$ cat src/sv/ihc_ram.sv
// Simple dual-port memory with one write port and one registered read port.
// Depends on nothing.
module ihc_ram #(
  parameter int DEPTH = 64,
  parameter int WIDTH = 32
) (
  input  logic                     clk,
  input  logic                     we,
  input  logic [$clog2(DEPTH)-1:0] waddr,
  input  logic [WIDTH-1:0]         wdata,
  input  logic [$clog2(DEPTH)-1:0] raddr,
  output logic [WIDTH-1:0]         rdata
);

  logic [WIDTH-1:0] mem [DEPTH];

  always_ff @(posedge clk) begin
    if (we) begin
      mem[waddr] <= wdata;
    end
    rdata <= mem[raddr];
  end

endmodule

$ cat config.mk
export PLATFORM = sky130hd
export DESIGN_NAME = ihc_ram
export DESIGN_NICKNAME = d
export VERILOG_FILES = /design/src/sv/ihc_ram.sv
export SDC_FILE = /design/constraint.sdc
export NUM_CORES = 2
export LEC_CHECK = 0
export BUFFER_PORTS_ARGS = -buffer_cell sky130_fd_sc_hd__buf_2
export CAP_MARGIN = 20
export CORE_AREA = 4 4 677 411
export CTS_BUF_LIST = sky130_fd_sc_hd__clkbuf_4 sky130_fd_sc_hd__clkbuf_8
export DETAILED_ROUTE_END_ITERATION = 12
export DIE_AREA = 0 0 681 415
export SYNTH_ARGS = -nofsm -noshare
export SYNTH_HDL_FRONTEND = slang
export SYNTH_SLANG_ARGS = --single-unit
$ cat constraint.sdc
create_clock -name clk -period 4.4 [get_ports clk]
set_clock_uncertainty 0.15 [all_clocks]
set_input_delay 0.88 -clock clk [delete_from_list [all_inputs] [get_ports clk]]
set_output_delay 0.88 -clock clk [all_outputs]
set_load 0.01 [all_outputs]
==> key figures <==
Run status
  • Status: complete, no violations

Clock network
  • TritonCTS clock tree: done
  • Longest Clk Path Bufs: 4
  • Cts repair resizes: 0
  • Root buffer cell: clkbuf_8
  • Clock transition at the registers of the reported paths: 0.06 ns
  • Post-CTS setup repair buffer count: 0
  • CTS hold repair buffers: 0
  • H-tree levels: 5
  • Clk Latency, worst-skew pair: 0.91 ns
  • Sink Count: 2080
  • TritonCTS Buffers: 284

Job
  • MaxCap Viol Count: 0

Logic synthesis
  • Mapped Area: 78500 um^2
  • Synthesized Nets: 3370
  • Synth Instances: 3324
  • Seq cells post-synth: 2080
  • EDFF count, synth: 2048
  • Warning count from the yosys run: 0
  • Async set or reset register ratio after synthesis: 0%
  • Cell variety after synth: 34
  • Top_reg_cell synth: edfxtp_1
  • Post-synthesis sequential area ratio: 79.1%
  • Syn avg cell area: 23.6 um^2

Global route
  • GR Overflow Total: 0
  • Largest net degree at the start of global routing: 65
  • Vias in the first global route: 37503
  • First-pass GRT wire length: 302 mm
  • Antenna violations before repair: 28
  • GRT Util Overall: 15.0%

Worst setup path
  • R2r setup slk: 2.07 ns
  • Kind of critical path: primary input to register
  • Worst reg2reg path startpoint: mem[47][9]$_DFFE_PP_
  • Crit. Startpoint: raddr[1]
  • CP Launch Type: primary input
  • Arr. time, crit path: 3.68 ns
  • RR Endpoint: rdata[9]$_DFF_P_
  • R2R depth: 5
  • CP Capture Type: register
  • Worst path required time: 5.00 ns
  • CP endpoint: rdata[2]$_DFF_P_
  • Crit path max fanout: 63

Worst hold path
  • Worst hold stages: 1
  • Hold Crit Class: primary input to register

Cells and area
  • Fin nets: 3767
  • FILL cells: 25414
  • Non-Filler Instances: 7548
  • Most frequent cells in the layout: edfxtp_1, mux4_2, clkbuf_8
  • Leading cell type in the layout, fill and taps excluded: edfxtp_1
  • Ratio of cells with drive above 1 in the final layout: 34.1%
  • Design area: 91000 um^2
  • Synthesis-to-layout area growth: 15.8%

Floorplanning
  • Die height: 415 um
  • Top Ports: 78
  • Die area: 283000 um^2
  • Core area: 273000 um^2
  • Initial core utilization: 28.8%
  • Num rows: 149
  • Die X: 681 um

Timing
  • Slew Limit Fails: 0
  • Relative slew slack: 25.2%
  • Sum of negative setup slack: 0 ns
  • RSZ-0062 raised after global routing: false
  • Period utilization: 70.1%
  • Worst slew pin tran: 1.12 ns
  • Fmax: 324 MHz
  • Final Hold Vio Count: 0
  • Final Critical Period: 3.08 ns
  • Final setup viols: 0
  • Final setup margin: 1.32 ns

Placed design
  • Placer Congestion: 0.784
  • DP Wirelength: 126 mm
  • Placed Cells: 7034
  • Port Buf Inserts: 77
  • Dpl ws: 0.440 ns
  • Post-place instance area: 85100 um^2

Detailed routing
  • DRC: 0
  • Via density: 5.08
  • Routed vias: 38374
  • Total routed wirelength: 218 mm
  • Post-route ant nets: 0
  • Initial DRC count: 5475
  • Routed WL per cell: 28.8 um
  • Initial DRT Pass Iterations: 5

Power
  • Cell Pwr Density: 425 nW/um^2
  • Leakage: 27.9 nW
  • Worst IR Drop VDD: 0.000252 V
-- layout make-up --
cell class / instances / area (um^2) / area share (%)
Antenna cell: 4 / 10.0 / 0.0110
Multi-Input combinational cell: 1062 / 16000 / 17.6
Tap cell: 3624 / 4530 / 4.99
Clock buffer: 398 / 4860 / 5.34
Timing Repair Buffer: 293 / 2960 / 3.25
Clock inverter: 87 / 477 / 0.524
Sequential cell: 2080 / 62100 / 68.3
-- how the worst min path moves through the flow --
stage,endpoint,startpoint,slack (ns)
after floorplan,rdata[17]$_DFF_P_,mem[12][17]$_DFFE_PP_,0.51
after global routing,mem[7][1]$_DFFE_PP_,wdata[1],0.05
after CTS,mem[4][17]$_DFFE_PP_,wdata[17],0.32
final,mem[7][1]$_DFFE_PP_,wdata[1],0.13
after detailed placement,rdata[20]$_DFF_P_,mem[29][20]$_DFFE_PP_,0.62
after global placement,rdata[20]$_DFF_P_,mem[28][20]$_DFFE_PP_,0.55
-- cells in the mapped netlist (all sizes together), types with 12 or more instances --
cell type | count | area (um^2)
nor2b | 15 | 93.8
o221ai | 27 | 236
nor2 | 137 | 514
edfxtp | 2048 | 61500
mux4 | 544 | 12300
o22ai | 84 | 526
clkbuf | 74 | 278
dfxtp | 32 | 641
mux2i | 93 | 931
a22oi | 12 | 90.1
a21oi | 62 | 310
nand2 | 26 | 97.6
buf | 108 | 608
-- logic make-up after synthesis --
logic type,after synthesis,share of synthesized area [%]
flip-flops,2080,79.1
multiplexers,637,16.8
AND/OR/NAND/NOR,223,1.27
AO/OA/AOI/OAI,202,1.67
buffers and inverters,182,1.13
-- report_power, final --
part | internal [mW] | total (mW) | leakage [nW] | switching, mW
Combinational | 0.814 | 2.11 | 6.36 | 1.30
Clock | 7.30 | 14.5 | 2.82 | 7.21
Sequential | 21.9 | 22.0 | 18.7 | 0.113
-- layer usage --
metal  up-vias  GRT usage (%)  routed length (um)
li1      15068              -                   -
met3       305           3.90               23500
met5         -              0                  77
met2      2159           21.2               93300
met1     20830           23.3               96900
met4        12           2.84                3820
-- worst max-delay path, cell delays in order --
cell      delay (ns)
buf_8           0.43
buf_12          0.34
buf_4           0.35
mux4_2          0.56
o221ai_1        0.19
a21oi_1         0.06
a21oi_1         0.45
nor2_1          0.10
-- per-stage QoR --
stage,hold slack (ns),utilization [%],power (mW)
6_report,0.129,33.4,38.7
5_1_grt,0.0543,33.4,40.0
4_1_cts,0.324,33.2,38.9
3_5_place_dp,0.618,31.2,24.6
3_3_place_gp,0.549,31.2,24.5
2_1_floorplan,0.513,-,23.5
-- flip-flops by register name (all words and copies together), names as in the netlist --
| signal | flops |
|---|---|
| mem | 2048 |
| rdata | 32 |
Note: power is estimated with default switching activity, not from simulation.
