<file path="config.mk">
export PLATFORM = sky130hd
export DESIGN_NAME = ihc_cfg
export DESIGN_NICKNAME = d
export VERILOG_FILES = /design/src/sv/ihc_pkg.sv /design/src/sv/ihc_cfg.sv
export SDC_FILE = /design/constraint.sdc
export NUM_CORES = 1
export LEC_CHECK = 0
export ABC_CLOCK_PERIOD_IN_PS = 1200
export BUFFER_PORTS_ARGS = -buffer_cell sky130_fd_sc_hd__buf_2
export CAP_MARGIN = 10
export CORE_MARGIN = 5
export CORE_UTILIZATION = 44
export DETAILED_ROUTE_END_ITERATION = 12
export PLACE_DENSITY = 0.88
export SLEW_MARGIN = 40
export SYNTH_ARGS = -nofsm -noshare
export SYNTH_HDL_FRONTEND = slang
export SYNTH_SLANG_ARGS = --single-unit
</file>
<file path="constraint.sdc">
create_clock -name clk -period 1.2 [get_ports clk]
set_input_delay 0.3 -clock clk [delete_from_list [all_inputs] [get_ports clk]]
set_output_delay 0.3 -clock clk [all_outputs]
set_load 0.02 [all_outputs]
</file>
<file path="src/sv/ihc_pkg.sv">
// Shared types, codes and defaults for the idle handle cache.
// Used by ihc_cfg and the top level; depends on nothing.
package ihc_pkg;

  localparam int SLOTS_DEFAULT = 64;
  localparam int SOFT_LIMIT_RESET = 64;

  typedef enum logic [1:0] {
    OP_ACQUIRE = 2'd0,
    OP_RELEASE = 2'd1,
    OP_ERASE   = 2'd2,
    OP_POP     = 2'd3
  } op_t;

  typedef enum logic [1:0] {
    RES_OK       = 2'd0,
    RES_NONE     = 2'd1,
    RES_FULL     = 2'd2,
    RES_BAD_SLOT = 2'd3
  } res_t;

  typedef enum logic [1:0] {
    SLOT_FREE = 2'd0,
    SLOT_USED = 2'd1,
    SLOT_IDLE = 2'd2
  } slot_state_t;

  typedef enum logic {
    REG_SOFT_LIMIT = 1'b0,
    REG_IDLE_TIMEOUT = 1'b1
  } reg_idx_t;

  typedef enum logic [3:0] {
    S_IDLE,
    S_WALK_RD,
    S_WALK_CHK,
    S_UNLINK,
    S_SCAN,
    S_CLAIM,
    S_CHECK,
    S_APPEND,
    S_LINK,
    S_POP_RD,
    S_POP_CHK,
    S_DONE
  } fsm_t;

  typedef struct packed {
    logic [6:0]  soft_entry_limit;
    logic [30:0] idle_timeout_ms;
  } cfg_t;

endpackage

</file>
<file path="src/sv/ihc_cfg.sv">
// APB register file holding the soft entry limit and the idle timeout.
// Depends on ihc_pkg.
module ihc_cfg (
  input  logic         clk,
  input  logic         rst,
  input  logic         psel,
  input  logic         penable,
  input  logic         pwrite,
  input  logic [2:0]   paddr,
  input  logic [31:0]  pwdata,
  output logic [31:0]  prdata,
  output logic         pready,
  output ihc_pkg::cfg_t cfg
);
  import ihc_pkg::*;

  reg_idx_t idx;

  assign idx = reg_idx_t'(paddr[2]);
  assign pready = 1'b1;

  always_ff @(posedge clk) begin
    if (rst) begin
      cfg.soft_entry_limit <= 7'(SOFT_LIMIT_RESET);
      cfg.idle_timeout_ms <= '0;
    end else if (psel && penable && pwrite) begin
      case (idx)
        REG_SOFT_LIMIT:   cfg.soft_entry_limit <= pwdata[6:0];
        REG_IDLE_TIMEOUT: cfg.idle_timeout_ms <= pwdata[30:0];
        default: ;
      endcase
    end
  end

  always_comb begin
    case (idx)
      REG_SOFT_LIMIT:   prdata = {25'd0, cfg.soft_entry_limit};
      REG_IDLE_TIMEOUT: prdata = {1'b0, cfg.idle_timeout_ms};
      default:          prdata = '0;
    endcase
  end

endmodule

</file>
==> run_results.csv <==
group,metric,value,unit
sta,finalSetupViolCount,16,
synthesis,ys_seq_area_frac,0.389,
clock_tree,htree_num_levels,2,
synthesis,synthCells,198,
pwr,p_per_area,859,nW/um^2
worst_setup_path,start_kind,"flip-flop",
clock_tree,cts_buffers,5,
layout,stdcell_count,368,
synthesis,synth_warnings,0,
synthesis,yosysUniqueCellTypes,13,
route,firstDrtPassIters,4,
layout,mostFrequentLayoutCells,"nand2b_1, buf_2, buf_6",
layout,drive_above_1_share,0.582,
layout,finish.net_count,355,
route,drtIter0Drc,48,
route,wl,5650,um
layout,num_antenna_cells,0,
route,via_per_inst,4.84,
sta,post-route-period-util,1.11,
synthesis,syn_area,1950,um^2
sta,finalHoldViolations,0,
placement,dp.cells,345,
clock_tree,cts_tree,"built",
global_routing,antenna_found_initial,0,
layout,regArea,807,um^2
hold_path,hold_start,"pwdata[12]",
synthesis,syn_nets,238,
pwr,peakVddDrop,0.674,mV
run_status,status,"finished, violations left",
hold_path,worstHoldPathType,"in2reg",
clock_tree,clkSlewWorstSetupHoldPaths,80,ps
global_routing,grt_use_total,0.174,
layout,largestRegisters,"cfg x38",
clock_tree,clk_latency,280,ps
worst_setup_path,required,900,ps
worst_setup_path,r2r_start,"cfg[18]",
synthesis,syn-mean-instance-area,9.87,um^2
global_routing,grt_first_pass_wirelength,8470,um
sta,max_freq,0.749,GHz
worst_setup_path,crit_path_end_kind,"output port",
floorplanning,ioPinCount,111,
layout,area_delta_synth_final,58.2,%
worst_setup_path,worstSetupPathType,"reg2out",
floorplanning,chipWidth,76.6,um
sta,rsz0062_at_grt,"true",
clock_tree,cts_root_buf,"clkbuf_8",
sta,fin_crit,1340,ps
clock_tree,clock_sinks,38,
layout,postLayoutCoreUtil,0.715,
clock_tree,hold_buffers,0,
worst_setup_path,worst_r2r_endpoint,"cfg[18]",
synthesis,ys_ff_latch,38,
worst_setup_path,rrSetupSlack,410,ps
run,maxCapViolCount,0,
sta,slew_viol_final,0,
route,drc_errors,0,
sta,finalClockSkew,0,ps
run_status,violations,"setup timing",
placement,port_buffers,105,
global_routing,grt_pass1_vias,1820,
route,vias,1780,
worst_setup_path,crit_arrival,1040,ps
layout,multi_input_area,1110,um^2
floorplanning,die_h,76.6,um
clock_tree,cts-root-to-sink-buffers,2,
placement,dp_hpwl,3350,um
route,wl_per_cell,15.3,um
floorplanning,core,4320,um^2
placement,preCtsSetupSlack,-176,ps
placement,gp_congestion,0.704,
layout,regMostFlops,"cfg",
layout,largest_register_ffs,38,
layout,final_common_cell,"nand2b_1",
layout,nFillCells,312,
sta,hold-worst-slack,266,ps
pwr,cellLeakagePower,0.00147,uW
hold_path,whs_path_depth,3,
route,ant_nets,0,
floorplanning,rows,24,
floorplanning,start_util,0.452,
global_routing,grt_start_max_net_pins,45,
global_routing,grt-ovfl-total,0,
worst_setup_path,ff2ff_path_depth,4,
worst_setup_path,path_max_fanout,3,
sta,fin_ws,-136,ps
floorplanning,dieArea,5870,um^2
hold_path,holdPathEnd,"cfg[12]",
-- worst max-delay path, stage by stage, from the launching register on --
cell and delay [ps]:
dfxtp_2 340, mux2_4 280, buf_6 130
-- metal layers --
metal / vias to the layer above / global-route usage / share of wire
met5: - / 0 / 0
met4: 0 / 0.0524 / 0.0066
met3: 4 / 0.0757 / 0.082
met2: 72 / 0.306 / 0.51
met1: 840 / 0.188 / 0.40
li1: 864 / - / -
-- worst max path at each step --
stage	startpoint	end	slack (ps)	cells after the start
after floorplan	paddr[2]	prdata[1]	40	2
after global placement	paddr[2]	prdata[27]	-140	4
after detailed placement	paddr[2]	cfg[14]	-180	4
after CTS	cfg[36]	prdata[5]	-130	2
after global routing	cfg[36]	prdata[5]	-170	2
final	cfg[36]	prdata[5]	-140	2
-- timing repair --
action	in CTS	in global routing
resized for setup	86	50
cloned	0	1
setup endpoints to repair	31	39
setup buffers	10	4
-- layout make-up --
| type | count | area share |
|---|---|---|
| Clock buffer | 7 | 0.0279 |
| Clock inverter | 1 | 0.00162 |
| Timing Repair Buffer | 127 | 0.330 |
| Multi-Input combinational cell | 143 | 0.358 |
| Tap cell | 52 | 0.0210 |
| Sequential cell | 38 | 0.261 |
-- per-stage QoR --
stage | setup TNS, ps | cell area, um^2 | power, uW
finish | -966 | 3090 | 2650
global route | -1760 | 3090 | 2770
CTS | -836 | 2890 | 2640
detailed placement | -8460 | 2510 | 1700
global placement | -6920 | 2510 | 1690
floorplan | 0 | 1950 | 1560
-- Yosys cell counts --
master / count / area (um^2)
nor2_1: 2 / 7.51
dfxtp_1: 38 / 761
nand2b_1: 68 / 425
and4_1: 1 / 8.76
nand4b_1: 1 / 8.76
conb_1: 2 / 7.51
mux2i_1: 38 / 380
and2_1: 24 / 150
mux2_2: 7 / 78.8
clkbuf_1: 9 / 33.8
buf_12: 3 / 60.1
buf_4: 3 / 22.5
buf_2: 2 / 10.0
-- where the power goes --
| part | internal [uW] | total, uW | switching, uW |
|---|---|---|---|
| sequential | 1290 | 1310 | 20.4 |
| clock | 464 | 897 | 433 |
| combinational | 234 | 444 | 210 |
-- kinds of logic after synthesis --
family,count (synthesis),synth area share
buffers and inverters,17,0.0647
flip-flops,38,0.389
multiplexers,45,0.235
other,2,0.00384
AND/OR/NAND/NOR,96,0.307
Note: power is estimated with default switching activity, not from simulation.
